--- config.mk ---
export PLATFORM = sky130hd
export DESIGN_NAME = sacm_front
export DESIGN_NICKNAME = d
export VERILOG_FILES = /design/src/rtl/core/sacm_pkg.sv /design/src/rtl/core/sacm_front.sv
export SDC_FILE = /design/constraint.sdc
export NUM_CORES = 1
export LEC_CHECK = 0
export ABC_AREA = 0
export BUFFER_PORTS_ARGS = -buffer_cell sky130_fd_sc_hd__buf_4
export CORE_MARGIN = 5
export CORE_UTILIZATION = 35
export DETAILED_ROUTE_END_ITERATION = 7
export PLACE_DENSITY = 0.69
export SLEW_MARGIN = 30
export SYNTH_ARGS = -nofsm -noshare
export SYNTH_HDL_FRONTEND = slang
export SYNTH_SLANG_ARGS = --single-unit
export TNS_END_PERCENT = 10
--- constraint.sdc ---
create_clock -name vclk -period 10.2
set_clock_uncertainty 0.15 [all_clocks]
set_input_delay 3.06 -clock vclk [all_inputs]
set_output_delay 3.06 -clock vclk [all_outputs]
set_load 0.01 [all_outputs]
--- src/rtl/core/sacm_pkg.sv ---
// Shared types, constants and a helper function for the cache tag model.
// No dependencies; every other file in rtl/core imports this package.
package sacm_pkg;

  localparam int DEF_MAX_SETS = 64;
  localparam int DEF_MAX_WAYS = 8;
  localparam int SET_FIELD_W  = 7;  // set_count_log2 is 3 bits wide
  localparam int CFG_DATA_W   = 4;

  typedef enum logic [2:0] {
    REG_REPLACE_POLICY    = 3'd0,
    REG_WRITE_MISS_POLICY = 3'd1,
    REG_BLOCK_SIZE_LOG2   = 3'd2,
    REG_SET_COUNT_LOG2    = 3'd3,
    REG_WAY_COUNT_LOG2    = 3'd4
  } reg_index_t;

  localparam logic [1:0] POL_RANDOM = 2'd0;
  localparam logic [1:0] POL_RROBIN = 2'd1;
  localparam logic [1:0] POL_LRU    = 2'd2;

  typedef struct packed {
    logic [1:0] replace_policy;
    logic       write_miss_policy;
    logic [3:0] block_size_log2;
    logic [2:0] set_count_log2;
    logic [1:0] way_count_log2;
  } cfg_t;

  typedef struct packed {
    logic        mode;
    logic [31:0] address;
  } in_t;

  typedef struct packed {
    logic        hit;
    logic        allocated;
    logic        evicted;
    logic [2:0]  way_used;
    logic [31:0] access_total;
    logic [31:0] hit_total;
    logic [31:0] miss_total;
    logic [31:0] evict_total;
  } out_t;

  typedef struct packed {
    logic                   mode;
    logic [SET_FIELD_W-1:0] set;
    logic [31:0]            tag;
  } q_entry_t;

  // Largest l <= lg whose power of two does not exceed limit.
  function automatic logic [2:0] fit_log2(input logic [2:0] lg, input int limit);
    logic [2:0] res;
    res = 3'd0;
    for (int l = 0; l < 8; l++) begin
      if ((3'(l) <= lg) && ((1 << l) <= limit)) res = 3'(l);
    end
    return res;
  endfunction

endpackage

--- src/rtl/core/sacm_front.sv ---
// Front end: splits each access address into set index and tag.
// Depends on sacm_pkg.
module sacm_front import sacm_pkg::*; #(
  parameter int MAX_SETS = DEF_MAX_SETS
) (
  input  cfg_t     cfg,
  input  in_t      item,
  output q_entry_t entry
);

  logic [2:0]  sbits;
  logic [31:0] shifted;
  logic [4:0]  tag_lsb;

  always_comb begin
    sbits      = fit_log2(cfg.set_count_log2, MAX_SETS);
    shifted    = item.address >> cfg.block_size_log2;
    tag_lsb    = 5'(cfg.block_size_log2) + 5'(sbits);
    entry.mode = item.mode;
    entry.set  = shifted[SET_FIELD_W-1:0] & SET_FIELD_W'((8'd1 << sbits) - 8'd1);
    entry.tag  = item.address >> tag_lsb;
  end

endmodule

# Word level (Yosys, flattened, before mapping)
# Cells that the tools add are included.
# W data, S select, Z words.
# word_totals
in_bits	45
latchBits	0
wordCells	18
mem_count	0
regBits	0
output_inout_bits	40
romBits	0
mem_bits_rw	0
# classes
bitwise	1
shifts	3
magnitude_cmp	6
reduce_logical	0
n_addsub	2
n_div	0
eq_ne	0
muxes	6
n_mul	0
# ops
op	count
$shr A32 B4 Y7	1
$shr A32 B5 Y32	1
$le A3 B3 Y1 const A	3
$mux W3	3
$and A7 B7 Y7	1
$shl A1 B3 Y7 const A	1
$sub A7 B1 Y7 const B	1
$le A2 B3 Y1 const A	2
$add A4 B3 Y5	1
$mux W2	2
$le A1 B3 Y1 const A	1
$mux W1	1

# Longest topological paths before layout
# depth
depth_word	10
depth_mapped	12
mapped_depth_nobuf	10

# Worst setup path before layout
# Ideal clock, no wire load.
# synth_path
kind	input to output
start	input cfg[4] (netlist name)
end	output entry[15] (netlist name)
path_slack_ns	1.377
t_arrival_ns	5.613
n_path_buf	2
required_time_ns	6.990
cell_stages	10
path_cell_list	buf_2 a21bo_4 inv_4 ha_1 fa_1 xor2_4 buf_6 mux4_2 a211oi_1 a21oi_1
# synth_lines
item	line_no	rtl
start: declaration	sacm_front.sv:6	input cfg_t cfg,
end: declaration	sacm_front.sv:8	output q_entry_t entry

==> qor.yml <==
synth_top_area_share_pct: 22.4
cp.required_ps: 6990
avgViaCountPerCell: 6.03
nFlopsAndLatches: 0
ys_types: 55
vias: 2851
hold_violations: 0
ant_nets: 0
fmaxAchievable_mhz: 105
grt-ovfl-total: 0
placed_cell_area_sq_mm: 0.00323
min_period_ps: 9490
wl_per_cell_um: 18.1
crit_chain: "buf_4, a21bo_4, inv_4, ha_1, fa_1, xor2_4, mux4_2, a221oi_1, a221oi_1, buf_4"
die-area_sq_mm: 0.00924
finalWirelength_um: 8580
final_area_sq_mm: 0.00323
p_leak_uw: 0.00141
setup_viol: 0
yosysTopAreaCell: "mux2i_1"
ys_top_cells_by_area: "mux2i_1 (22%), mux4_2 (20%), a211oi_1 (5.2%)"
syn_inst: 319
path_class: "primary input to output pin"
grt_pass1_vias: 2623
drv_cap: 0
fin_nets: 426
drt-initial-drc-count: 237
antenna_found_initial: 0
rows: 31
place.gp.congestion: 0.964
relSlewSlack_pct: 35.0
antenna_cells: 0
rsz0062_at_grt: "no"
postCtsSetupRepairBufs: 0
area_growth_pct: 24.3
crit_path_top_delay_cell: "mux4_2"
port_buffers: 78
grt_pass1_wl_um: 13400
fin_crit_sh_pct: 93.0
postCtsHoldBufs: 0
crit_family: "compound AO/OA/AOI/OAI gates"
end_kind: "output pin"
dr.pass1.iters: 5
hp-class: "primary input to output pin"
core_sq_mm: 0.00725
cp_max_fo: 20
ys_warn_count: 0
synth-seq-area-share_pct: 0
arrival_ps: 6280
fin_setup_tns_ps: 0
ioPinCount: 85
syn_nets: 369
worst_pin_slew_ps: 975
cp-start-kind: "primary input"
power_density_mw_per_mm2: 108
drive_above_1_share_pct: 34.0
nClkBuffers: 0
start_util_pct: 35.8
syn_area_per_cell_sq_um: 8.13
synth_area_sq_mm: 0.00259
regArea_sq_um: 0
cts_resized: 0
slowest_delay_ps: 610
hpwl_um: 6920
run_status: "finished clean"
die_w_um: 96.1
grt.total_usage_pct: 17.8
worstPathBufferInverterCount: 3
drv_slew: 0
grt_max_degree: 34
die_height_um: 96.1
drc: 0
peakVddDrop_v: 0.0000334
[metal layers]
metal / part of all wire (%) / vias to the layer above / track usage (%)
li1: - / 1357 / -
met1: 44 / 1359 / 25.7
met2: 49 / 129 / 29.9
met4: 0.76 / 0 / 2.13
met5: 0 / - / 0
met3: 6.9 / 6 / 1.25
[stage by stage]
stage | utilization [%] | total power (uW) | worst slack [ps] | hold slack, ps | std cells
detailed placement | 44.5 | 344 | 762 | 5970 | 473
finish | 44.5 | 347 | 714 | 5970 | 473
global placement | 44.5 | 342 | 804 | 5970 | 473
floorplan | - | 222 | 1380 | 6060 | 319
CTS | 44.5 | 345 | 758 | 5970 | 473
global route | 44.5 | 374 | 576 | 5970 | 473
[cell families after synthesis]
logic type / share of synthesized area [%]
muxes: 45.4
and+or+nand+nor: 18.4
AOI/OAI and AO/OA: 24.0
buffers and inverters: 6.17
xor gates and xnor gates: 3.42
adders and majority gates: 2.70
[final cells by class]
class              count  area (sq um)
well taps             99           124
fillers              738          4030
inverters              2          10.0
multi-input cells    286          2430
repair buffers        86           658
[worst paths after layout]
check	startpoint	endpoint	slack, ps	cells past startpoint
max	cfg[2]	entry[6]	710	10
min	item[32]	entry[39]	5970	0
[cells in the mapped netlist, types with 4 or more instances]
| library cell | count |
|---|---|
| mux2i_1 | 58 |
| nor2_1 | 32 |
| nand2_1 | 28 |
| mux4_2 | 23 |
| a21oi_1 | 21 |
| a211oi_1 | 18 |
| clkbuf_1 | 16 |
| and2_1 | 9 |
| buf_2 | 9 |
| mux2_2 | 7 |
| nand2b_1 | 7 |
| nor3_1 | 7 |
| nor2b_1 | 6 |
| o21ai_0 | 5 |
| a221oi_1 | 4 |
| buf_4 | 4 |
| ha_1 | 4 |
| nand3_1 | 4 |
| o22ai_1 | 4 |
[where the power goes]
part	switching, uW	internal (uW)
combinational	185	162
clock	0	0
sequential	0	0
[placed cells by master, fill, tap and decap left out, types with 3 or more instances in the layout]
| master | synthesis | layout |
|---|---|---|
| o22ai_1 | 4 | 4 |
| mux2i_1 | 58 | 58 |
| nor2_1 | 32 | 32 |
| nand2_1 | 28 | 28 |
| a31oi_1 | 3 | 3 |
| o2bb2ai_1 | 3 | 3 |
| nand3_1 | 4 | 4 |
| and2_1 | 9 | 9 |
| buf_4 | 4 | 85 |
| mux4_2 | 23 | 23 |
| nor2b_1 | 6 | 6 |
| ha_1 | 4 | 4 |
| a21oi_1 | 21 | 21 |
| nor3_1 | 7 | 7 |
| a221oi_1 | 4 | 4 |
| a211oi_1 | 18 | 18 |
| nand2b_1 | 7 | 7 |
| o21ai_0 | 5 | 5 |
| nand4_1 | 3 | 3 |
| mux2_2 | 7 | 7 |
| a21o_1 | 3 | 3 |
Power figures use the tool's default switching activity.
