**src/rtl/core/sacm_pkg.sv**
```systemverilog
// Shared types, constants and a helper function for the cache tag model.
// No dependencies; every other file in rtl/core imports this package.
package sacm_pkg;

  localparam int DEF_MAX_SETS = 64;
  localparam int DEF_MAX_WAYS = 8;
  localparam int SET_FIELD_W  = 7;  // set_count_log2 is 3 bits wide
  localparam int CFG_DATA_W   = 4;

  typedef enum logic [2:0] {
    REG_REPLACE_POLICY    = 3'd0,
    REG_WRITE_MISS_POLICY = 3'd1,
    REG_BLOCK_SIZE_LOG2   = 3'd2,
    REG_SET_COUNT_LOG2    = 3'd3,
    REG_WAY_COUNT_LOG2    = 3'd4
  } reg_index_t;

  localparam logic [1:0] POL_RANDOM = 2'd0;
  localparam logic [1:0] POL_RROBIN = 2'd1;
  localparam logic [1:0] POL_LRU    = 2'd2;

  typedef struct packed {
    logic [1:0] replace_policy;
    logic       write_miss_policy;
    logic [3:0] block_size_log2;
    logic [2:0] set_count_log2;
    logic [1:0] way_count_log2;
  } cfg_t;

  typedef struct packed {
    logic        mode;
    logic [31:0] address;
  } in_t;

  typedef struct packed {
    logic        hit;
    logic        allocated;
    logic        evicted;
    logic [2:0]  way_used;
    logic [31:0] access_total;
    logic [31:0] hit_total;
    logic [31:0] miss_total;
    logic [31:0] evict_total;
  } out_t;

  typedef struct packed {
    logic                   mode;
    logic [SET_FIELD_W-1:0] set;
    logic [31:0]            tag;
  } q_entry_t;

  // Largest l <= lg whose power of two does not exceed limit.
  function automatic logic [2:0] fit_log2(input logic [2:0] lg, input int limit);
    logic [2:0] res;
    res = 3'd0;
    for (int l = 0; l < 8; l++) begin
      if ((3'(l) <= lg) && ((1 << l) <= limit)) res = 3'(l);
    end
    return res;
  endfunction

endpackage

```
**src/rtl/core/sacm_queue.sv**
```systemverilog
// Two-entry queue between the front end and the lookup engine.
// Depends on sacm_pkg.
module sacm_queue import sacm_pkg::*; (
  input  logic     clk,
  input  logic     rst,
  input  logic     push,
  input  q_entry_t push_data,
  input  logic     pop,
  output logic     full,
  output logic     not_empty,
  output q_entry_t head
);

  q_entry_t   slots [2];
  logic       rd_ptr, wr_ptr;
  logic [1:0] count;

  assign full      = (count == 2'd2);
  assign not_empty = (count != 2'd0);
  assign head      = slots[rd_ptr];

  always_ff @(posedge clk) begin
    if (rst) begin
      rd_ptr <= 1'b0;
      wr_ptr <= 1'b0;
      count  <= 2'd0;
    end else begin
      if (push) begin
        slots[wr_ptr] <= push_data;
        wr_ptr        <= ~wr_ptr;
      end
      if (pop) rd_ptr <= ~rd_ptr;
      count <= count + 2'(push) - 2'(pop);
    end
  end

endmodule

```
**config.mk**
```make
export PLATFORM = sky130hd
export DESIGN_NAME = sacm_queue
export DESIGN_NICKNAME = d
export VERILOG_FILES = /design/src/rtl/core/sacm_pkg.sv /design/src/rtl/core/sacm_queue.sv
export SDC_FILE = /design/constraint.sdc
export NUM_CORES = 1
export LEC_CHECK = 0
export ABC_CLOCK_PERIOD_IN_PS = 6000
export BUFFER_PORTS_ARGS = -buffer_cell sky130_fd_sc_hd__buf_2
export CORE_UTILIZATION = 30
export CTS_CLUSTER_DIAMETER = 50
export DETAILED_ROUTE_END_ITERATION = 6
export GPL_TIMING_DRIVEN = 0
export HOLD_SLACK_MARGIN = 0.02
export MAX_ROUTING_LAYER = met4
export PLACE_DENSITY_LB_ADDON = 0.15
export RECOVER_POWER = 50
export SYNTH_ARGS = -nofsm -noshare
export SYNTH_HDL_FRONTEND = slang
export SYNTH_SLANG_ARGS = --single-unit
```
**constraint.sdc**
```tcl
create_clock -name clk -period 6 [get_ports clk]
set_input_delay 0.3 -clock clk [delete_from_list [all_inputs] [get_ports clk]]
set_output_delay 0.3 -clock clk [all_outputs]
set_load 0.05 [all_outputs]
```
[Yosys cells after proc, flatten, opt, wreduce, memory -nomap -nowiden]
Memory sizes are Yosys's and may differ from the RTL's. A register that Yosys moved wholly into a read port is not among the register bits.
Index checks and enable logic that the tools add are counted.
Operators by class
  reduce and logical (&&, ||, !) cells: 1
  bitwise gates (word level): 2
  equality and inequality tests: 1
  mux-type cells: 5
  add/sub/neg operators: 2
Operators with widths (count)
  $mux W1: 5
  $add A2 B1 Y2: 1
  $eq A2 B2 Y1 const B: 1
  $not A1 Y1: 2
  $reduce_bool A2 Y1: 1
  $sub A2 B1 Y2: 1
Word-level totals
  memories kept: 1
  bits in writable memories: 80
  word-level logic and storage cells: 15
  register bits after elaboration: 4
  output and inout bits: 42
Memory list
  slots: depth 2, bits a word 40, read ports 1, clocked after Yosys merged registers in 1, wr ports 1, line sacm_queue.sv:14  | q_entry_t slots [2];

[Longest topological paths before layout]
Gate-level depths: netlist of run 1.
  depth after elaboration: 3
  depth in mapped cells: 6
  depth with buffers taken out: 6

[Worst setup path before layout of run 1]
OpenSTA, ideal clock, no wires.
  path type: register -> register
  start point: register wr_ptr
  end point: memory slots[0][0] in the netlist's numbering, enable pin
  period minus slack after synthesis: 3.779 ns
  buffers on the path: 0
  cell stages (with the launch flop): 2
  required time: 5.505 ns
  arrival time: 3.284 ns
  slack: 2.221 ns
  cells stage by stage: dfxtp_1 > nor3b_1
RTL lines
  from (decl): line sacm_queue.sv:15  | logic rd_ptr, wr_ptr;
  from (signal assigned): line sacm_queue.sv:30  | wr_ptr <= ~wr_ptr;
  to (decl): line sacm_queue.sv:14
No word-level cell before the write port.

[Worst setup path after layout of run 1]
  start point: register wr_ptr
  end point: memory slots[1][21] in the netlist's numbering, enable pin
No word-level cell before the write port.

==> results.yml, run 1 <==
run_status:
  status: "finished with violations"
  violations: "capacitance limit, slew limit"
yosys:
  ys_types: 13
  netlist_area_sq_mm: 0.00312
  synth-seq-cells: 85
  syn_avg_cell_area_sq_um: 21.5
  synth_cells: 145
  yosys.area.top_type: "edfxtp_1"
  synth_top_cell_area_share_pct: 77.0
  ys_seq_area_share_pct: 80.2
  ys_warn_count: 0
  syn-num-nets: 191
  yosys-top-cells-area: "edfxtp_1 77%, mux2_2 14%, dfxtp_1 3.2%, buf_6 1.4%, ha_1 0.80%"
pwr:
  power_mw: 1.33
  peakVddDrop_mv: 0.157
  p_leak_nw: 1.45
  power_density_mw_per_mm2: 336
clocking:
  h-tree-depth: 3
  post_cts_buffers: 0
  path_clk_slew_ps: 80
  clock-sinks: 85
  ctsResizeCount: 0
  clk_latency_ps: 340
  cts_inserted_buffers: 9
  cts-root-buf: "clkbuf_8"
  ctsHoldBuffers: 0
  cts_tree: "yes"
  clk_path_buf_depth: 2
critical_path:
  reg2reg_to: "slots[1][21]"
  crit_end: "slots[1][21]"
  required_ps: 5940
  crit_chain: "and3b_1 > clkbuf_1"
  worstSetupEndpointType: "flop"
  crit_path_max_fanout: 27
  cp-start-kind: "flop"
  r2r-start: "wr_ptr"
  crit_path_top_delay_cell: "clkbuf_1"
  cp-startpoint: "wr_ptr"
  reg2reg_setup_slack_ps: 3330
  crit_path_max_incr_delay_ps: 1240
  path_class: "flop to flop"
  critPathArrivalTime_ps: 2610
  ff2ff_path_depth: 2
cells_and_area:
  multi_input_area_sq_um: 571
  drive_above_1_share_pct: 55.0
  area_growth_pct: 26.9
  fillers: 964
  fin_util_pct: 40.0
  nets: 292
  regArea_sq_mm: 0.00250
  diodes: 0
floorplanning:
  ioPinCount: 86
  rows: 36
  core_area_sq_mm: 0.00991
  die_w_um: 104
  die_h_um: 104
  die_area_sq_mm: 0.0108
  start_util_pct: 31.5
grt:
  grt_pass1_vias: 1640
  groute.usage.overall_pct: 10.3
  grt_max_degree: 28
  grt_pass1_wl_um: 8110
  antenna_found_initial: 0
  grt-ovfl-total: 0
sta:
  fmax_mhz: 375
  setup_slack_ps: 3330
  worst_slew_pin_slew_ps: 1630
  finalHoldViolCount: 0
  min_period_over_period_pct: 44.5
  layout_min_cycle_time_ps: 2670
  grt_setup_unrepaired: "no"
  fin_skew_ps: 5.61
  setup_viol: 0
  final-max-slew-violation-count: 28
  slew-limit-headroom_pct: -8.45
place:
  post-place-ws_ps: 4020
  hpwl_um: 3570
  port_buffers: 85
  gp_congestion: 0.651
flow_run:
  cap_violations: 1
drt:
  wl_per_cell_um: 13.7
  vias_per_cell: 4.17
  antenna_left: 0
  vias: 1602
  route.detailed.drc: 0
  drt_iter0_markers: 27
  wl_um: 5270
  firstDrtPassIters: 4
worst_hold_path:
  hold_class: "primary input to flop"
[where the power goes]
group / internal [mW] / leakage (nW) / switching [mW]
Sequential: 0.677 / 0.776 / 0.00846
Combinational: 0.0730 / 0.577 / 0.151
Clock: 0.232 / 0.0986 / 0.190
[layer usage]
layer / share of wire, % / GRT usage, % / vias to the layer above / routed length [um]
met1: 44 / 12.0 / 772 / 2310
met4: 2.2 / 5.20 / 0 / 114
met3: 6.7 / 3.45 / 10 / 351
met5: 0 / - / - / 0
met2: 47 / 15.9 / 59 / 2490
li1: - / - / 761 / -
[synth_stat cells]
cell type and number:
edfxtp_1 80, dfxtp_1 5, ha_1 2, xnor3_1 1, or2_2 1, xnor2_1 2
mux2_2 40, inv_1 2, nor2b_1 2, buf_6 4, nor2_1 4, and3b_1 1
nor3b_1 1
[through the flow]
step	instance area (sq um)	hold WS [ps]	TNS [ps]	cells
after floorplan	3120	372	0	145
after global placement	3710	487	-3840	363
after detailed placement	3780	491	0	368
after CTS	3990	123	0	384
after global routing	3960	120	0	384
final	3960	140	0	384
[cell type report]
cell class	instances	share of cell area (%)
sequential	85	63.2
multi-input combinational	54	14.4
timing repair buffer	90	11.7
tap	133	4.20
clock buffer	11	3.32
clock inverter	5	1.90
buffer	4	1.14
inverter	2	0.190
[how the worst min path moves through the flow]
stage | endpoint | slack (ps) | cells after the start | from
after global placement | slots[0][5] | 490 | 1 | push_data[5]
after CTS | slots[1][38] | 120 | 1 | push_data[38]
after floorplan | count[0] | 370 | 1 | rst
after detailed placement | slots[0][0] | 490 | 1 | push_data[0]
after global routing | slots[0][4] | 120 | 1 | push_data[4]
final | slots[0][38] | 140 | 1 | push_data[38]
[flip-flops by register name, indices dropped and copies added, names as in the netlist, named ones only]
register	count
rd_ptr	1
slots	80
count	2
wr_ptr	1
[critical path: cells and delay by family (launching register included)]
family	cells	cell delay, ps
buffers and inverters	1	1240
flip-flops	1	390
AND/OR/NAND/NOR	1	630
[logic make-up (layout without fill, tap and decap cells)]
| group | after synthesis | after routing | synth area share (%) |
|---|---|---|---|
| DFF | 85 | 85 | 80.2 |
| muxes | 40 | 40 | 14.4 |
| and+or+nand+nor | 9 | 9 | 1.60 |
| adders and majority gates | 2 | 2 | 0.802 |
| buffers and inverters | 6 | 112 | 1.68 |
| xor gates and xnor gates | 3 | 3 | 1.28 |
[layout by cell type, fill, tap and decap left out, types with 2 or more instances in the layout]
cell	Yosys	layout
buf_2	0	76
xnor2_1	2	2
ha_1	2	2
bufinv_16	0	2
buf_6	4	8
clkinv_1	0	2
edfxtp_1	80	80
nor2_1	4	4
clkbuf_8	0	9
dfxtp_1	5	5
clkbuf_1	0	12
nor2b_1	2	2
inv_1	2	2
mux2_2	40	40
Power figures use the tool's default switching activity.
==> run 2: changes to the inputs <==
--- a/config.mk
+++ b/config.mk
@@ -5,7 +5,7 @@
 export SDC_FILE = /design/constraint.sdc
 export NUM_CORES = 1
 export LEC_CHECK = 0
-export ABC_CLOCK_PERIOD_IN_PS = 6000
+export ABC_CLOCK_PERIOD_IN_PS = 2320
 export BUFFER_PORTS_ARGS = -buffer_cell sky130_fd_sc_hd__buf_2
 export CORE_UTILIZATION = 30
 export CTS_CLUSTER_DIAMETER = 50
==> constraint.sdc (replaced) <==
create_clock -name clk -period 2.32 [get_ports clk]
set_input_delay 0.116 -clock clk [delete_from_list [all_inputs] [get_ports clk]]
set_output_delay 0.116 -clock clk [all_outputs]
set_load 0.05 [all_outputs]
==> run 2 against run 1 <==
The run now ends clean. Critical path depth is the same. Non-clock buffer count grew 39. Cell count grew 9.9%. Routed wire length grew 7.4%. Sequential cell count is the same. Cell area grew 9.3%. Total power grew to 2.5 times the previous value. Combinational power grew to 2.8 times the previous value. Die area is the same. Via count grew 9.6%. Critical path type unchanged. Clock skew grew 1.1 ps. Maximum frequency grew 55%.
==> results.yml, run 2 (synthesized netlist as in run 1, its figures left out) <==
critical_path:
  required_ps: 2350
  crit_path_top_delay_cell: "and3b_1"
  critPathArrivalTime_ps: 1750
  path_depth: 2
  reg2reg_setup_slack_ps: 600
  crit_path_max_incr_delay_ps: 740
  crit_family: "simple AND/OR/NAND/NOR gates"
  reg2reg_to: "slots[1][34]"
  path_buf_inv: 1
  path_class: "flop to flop"
  crit_path_max_fanout: 25
  crit_chain: "and3b_1 > buf_12"
  ff2ff_path_depth: 2
  worstSetupEndpointType: "flop"
  r2r-start: "wr_ptr"
  cp-start-kind: "flop"
cells_and_area:
  area_growth_pct: 38.8
  fin_cells: 422
  largest_reg_flops: 80
  fin_util_pct: 43.7
  layout_commonest_cell: "edfxtp_1"
  drive_above_1_share_pct: 41.9
  postLayoutCellArea_sq_mm: 0.00433
  mostFrequentLayoutCells: "80 x edfxtp_1, 57 x buf_2, 40 x mux2_2, 40 x dlygate4sd3_1, 29 x clkbuf_1"
  diodes: 0
  regMostFlops: "slots"
  top_regs: "slots (80), count (2)"
  nets: 331
pwr:
  seqPwrFrac_pct: 52.4
  p_sw_share_pct: 27.0
  p_comb_share_pct: 18.7
  p_leak_nw: 1.56
  power_frac_clock_pct: 28.9
  peakVddDrop_mv: 0.410
  p_int_mw: 2.47
  p_switching_mw: 0.913
  power_density_mw_per_mm2: 781
sta:
  fmax_mhz: 581
  holdWs_ps: 28.1
  min_period_over_period_pct: 74.2
  layout_min_cycle_time_ps: 1720
  final-max-slew-violation-count: 0
  finalHoldViolCount: 0
  worst_slew_pin_slew_ps: 1010
  fin_skew_ps: 6.71
  slew-limit-headroom_pct: 32.4
  grt_setup_unrepaired: "no"
  setup_viol: 0
  tns_ps: 0
place:
  gp_congestion: 0.626
  port_buffers: 85
  postPlaceCellArea_sq_mm: 0.00379
  dp.cells: 367
  hpwl_um: 3590
run_status:
  status: "finished clean"
drt:
  antenna_left: 0
  vias_per_cell: 4.16
  route.detailed.drc: 0
  wl_um: 5650
  vias: 1755
  wl_per_cell_um: 13.4
  drt_iter0_markers: 51
  firstDrtPassIters: 4
clocking:
  cts_tree: "yes"
  clk_latency_ps: 340
  clk_path_buf_depth: 2
  clock-sinks: 85
  path_clk_slew_ps: 80
  h-tree-depth: 3
  cts_inserted_buffers: 9
  cts-root-buf: "clkbuf_8"
grt:
  grt_pass1_wl_um: 9200
  grt-ovfl-total: 0
  groute.usage.overall_pct: 11.6
  grt_pass1_vias: 1823
  grt_max_degree: 26
  antenna_found_initial: 0
worst_hold_path:
  hold_class: "primary input to flop"
  hold_depth: 2
  hp-start: "rst"
  hold_end: "count[1]"
floorplanning:
  ioPinCount: 86
  core_area_sq_mm: 0.00991
  die_area_sq_mm: 0.0108
  start_util_pct: 31.5
  die_w_um: 104
  die_h_um: 104
  rows: 36
flow_run:
  cap_violations: 0
## run 2: changes by cell type in the layout (fill, tap and decap cells not counted), sizes merged
cell / previous run / this run
bufinv: 2 / 1
clkbuf: 21 / 39
buf: 84 / 65
clkinv: 2 / 1
dlygate4sd3: 0 / 40
clkinvlp: 1 / 2
## run 2: area by class of cell
type | instances | area, sq um
flip-flops and latches | 85 | 2500
inverters | 2 | 7.51
repair buffers | 129 | 857
fillers | 931 | 5580
well taps | 133 | 166
clock inverters | 4 | 50.0
clock buffers | 11 | 131
multi-input cells | 54 | 571
plain buffers | 4 | 45.0
## run 2: what timing repair did
action / in CTS / in global routing
hold buffers: 40 / 0
setup buffers: 0 / 0
hold endpoints to repair: 80 / 0
gates resized for setup: 0 / 0
## run 2: how the worst max path moves through the flow
stage | startpoint | endpoint | slack [ps]
finish | wr_ptr | slots[1][34] | 600
CTS | flop | head[18] | 590
global route | wr_ptr | slots[0][35] | 440
global placement | wr_ptr | slots[0][30] | -270
detailed placement | wr_ptr | slots[0][30] | 810
floorplan | wr_ptr | slots[0][0] | 480
## run 2: per-layer routing
layer	track usage, %	part of all wire [%]	up-vias
met2	16.8	45	71
met4	6.22	2.5	0
met3	3.32	4.7	14
met5	-	0	-
li1	-	-	839
met1	14.6	48	831
## run 2: per-stage QoR
| stage | setup WS [ps] | power [mW] |
|---|---|---|
| floorplan | 476 | 2.24 |
| global placement | -268 | 2.39 |
| detailed placement | 806 | 2.40 |
| CTS | 588 | 3.45 |
| global route | 443 | 3.53 |
| finish | 599 | 3.38 |
## run 2: power groups by stage
stage	Combinational (mW)	Clock [mW]	Sequential, mW
2_1_floorplan	0.437	0	1.80
3_3_place_gp	0.578	0	1.81
3_5_place_dp	0.595	0	1.81
4_1_cts	0.650	1.02	1.77
5_1_grt	0.670	1.08	1.78
6_report	0.631	0.978	1.77
==> run 3: changes to the inputs <==
--- a/config.mk
+++ b/config.mk
@@ -5,7 +5,7 @@
 export SDC_FILE = /design/constraint.sdc
 export NUM_CORES = 1
 export LEC_CHECK = 0
-export ABC_CLOCK_PERIOD_IN_PS = 2320
+export ABC_CLOCK_PERIOD_IN_PS = 1800
 export BUFFER_PORTS_ARGS = -buffer_cell sky130_fd_sc_hd__buf_2
 export CORE_UTILIZATION = 30
 export CTS_CLUSTER_DIAMETER = 50
==> constraint.sdc (replaced) <==
create_clock -name clk -period 1.8 [get_ports clk]
set_input_delay 0.09 -clock clk [delete_from_list [all_inputs] [get_ports clk]]
set_output_delay 0.09 -clock clk [all_outputs]
set_load 0.05 [all_outputs]
==> run 3 against run 2 <==
Worst setup slack lost 460 ps. Critical path depth is 1 lower. Critical endpoint is now slots[1][24]. Die area is the same. Cell area decreased by 0.38%. Highest routed layer unchanged. Cell count grew 0.24%.
==> results.yml, run 3 (synthesized netlist as in run 1, its figures left out) <==
worst_hold_path:
  hold_depth: 3
  hp-start: "push"
  hold_end: "wr_ptr"
  hold_class: "primary input to flop"
place:
  gp_congestion: 0.646
  dp.cells: 365
  port_buffers: 85
  hpwl_um: 3440
  post-place-ws_ps: 114
sta:
  setup_viol: 0
  worst_slew_pin_slew_ps: 1040
  layout_min_cycle_time_ps: 1670
  slew-limit-headroom_pct: 30.5
  fin_skew_ps: 10.8
  final-max-slew-violation-count: 0
  grt_setup_unrepaired: "no"
  setup_slack_ps: 135
  holdWs_ps: 50.4
  min_period_over_period_pct: 92.5
  finalHoldViolCount: 0
  fmax_mhz: 600
critical_path:
  path_buf_inv: 0
  required_ps: 1760
  critPathArrivalTime_ps: 1630
  cp-start-kind: "flop"
  reg2reg_setup_slack_ps: 130
  r2r-start: "wr_ptr"
  crit_path_max_fanout: 40
  crit_family: "simple AND/OR/NAND/NOR gates"
  worstSetupEndpointType: "flop"
  ff2ff_path_depth: 1
  crit_path_max_incr_delay_ps: 910
  reg2reg_to: "slots[1][24]"
  crit_path_top_delay_cell: "and3b_2"
  crit_chain: "and3b_2"
  path_class: "flop to flop"
cells_and_area:
  layout_commonest_cell: "edfxtp_1"
  diodes: 0
  mostFrequentLayoutCells: "80 x edfxtp_1, 59 x buf_2, 42 x dlygate4sd3_1"
  top_regs: "slots (80), count (2)"
  largest_reg_flops: 80
  nets: 331
  drive_above_1_share_pct: 42.8
  area_growth_pct: 38.3
  regMostFlops: "slots"
  fin_cells: 423
  fin_util_pct: 43.5
drt:
  route.detailed.drc: 0
  firstDrtPassIters: 4
  vias_per_cell: 4.17
  wl_per_cell_um: 13.4
  antenna_left: 0
  wl_um: 5690
  drt_iter0_markers: 34
  vias: 1765
clocking:
  clock-sinks: 85
  clk_path_buf_depth: 2
  cts_inserted_buffers: 9
  cts_tree: "yes"
  clk_latency_ps: 350
  post_cts_buffers: 0
  h-tree-depth: 3
  path_clk_slew_ps: 70
  cts-root-buf: "clkbuf_8"
flow_run:
  cap_violations: 0
grt:
  grt_pass1_wl_um: 8910
  antenna_found_initial: 0
  grt-ovfl-total: 0
  groute.usage.overall_pct: 11.3
  grt_pass1_vias: 1787
  grt_max_degree: 41
floorplanning:
  die_area_sq_mm: 0.0108
  ioPinCount: 86
  start_util_pct: 31.5
  core_area_sq_mm: 0.00991
  die_h_um: 104
  rows: 36
  die_w_um: 104
pwr:
  power_density_mw_per_mm2: 986
  p_leak_nw: 1.55
  peakVddDrop_mv: 0.531
run_status:
  status: "finished clean"
==> run 3: report_power, final <==
group	internal [mW]	switching [mW]
Clock	0.504	0.651
Sequential	2.26	0.0290
Combinational	0.293	0.519
==> run 3: area by class of cell <==
type	count	area (sq um)
flip-flops and latches	85	2500
fillers	927	5600
clock inverters	5	37.5
plain buffers	4	45.0
clock buffers	11	131
multi-input cells	54	578
well taps	133	166
inverters	2	7.51
repair buffers	129	845
==> run 3: how the worst max path moves through the flow <==
stage                start           end  cells after the start
floorplan           wr_ptr   slots[0][0]                      1
global placement    wr_ptr  slots[0][25]                      1
CTS                   flop      head[19]                      3
global route        wr_ptr  slots[1][24]                      1
finish              wr_ptr  slots[1][24]                      1
detailed placement  wr_ptr  slots[1][24]                      1
==> run 3: worst min-delay path: cells and delay by family <==
kind                      cells  cell delay [ps]
buffers and inverters         1              120
xor gates and xnor gates      1               70
and+or+nand+nor               1               70
==> run 3: per-stage QoR <==
stage          power, mW  cell area, sq um  TNS (ps)
6_report            4.25              4310         0
2_1_floorplan       2.89              3130      -364
3_3_place_gp        3.08              3730    -29510
4_1_cts             4.33              4350         0
5_1_grt             4.44              4310         0
3_5_place_dp        3.09              3760         0
==> run 3: what timing repair did <==
item	CTS	global route
gates resized for setup	0	0
hold buffers	42	0
endpoints found under the hold margin	85	0
==> run 3: metal layers <==
metal | vias to the layer above | global-route usage, % | share of wire [%]
met5 | - | - | 0
met4 | 0 | 6.53 | 2.6
met3 | 12 | 2.88 | 4.1
met2 | 57 | 16.8 | 45
met1 | 854 | 13.9 | 48
li1 | 842 | - | -
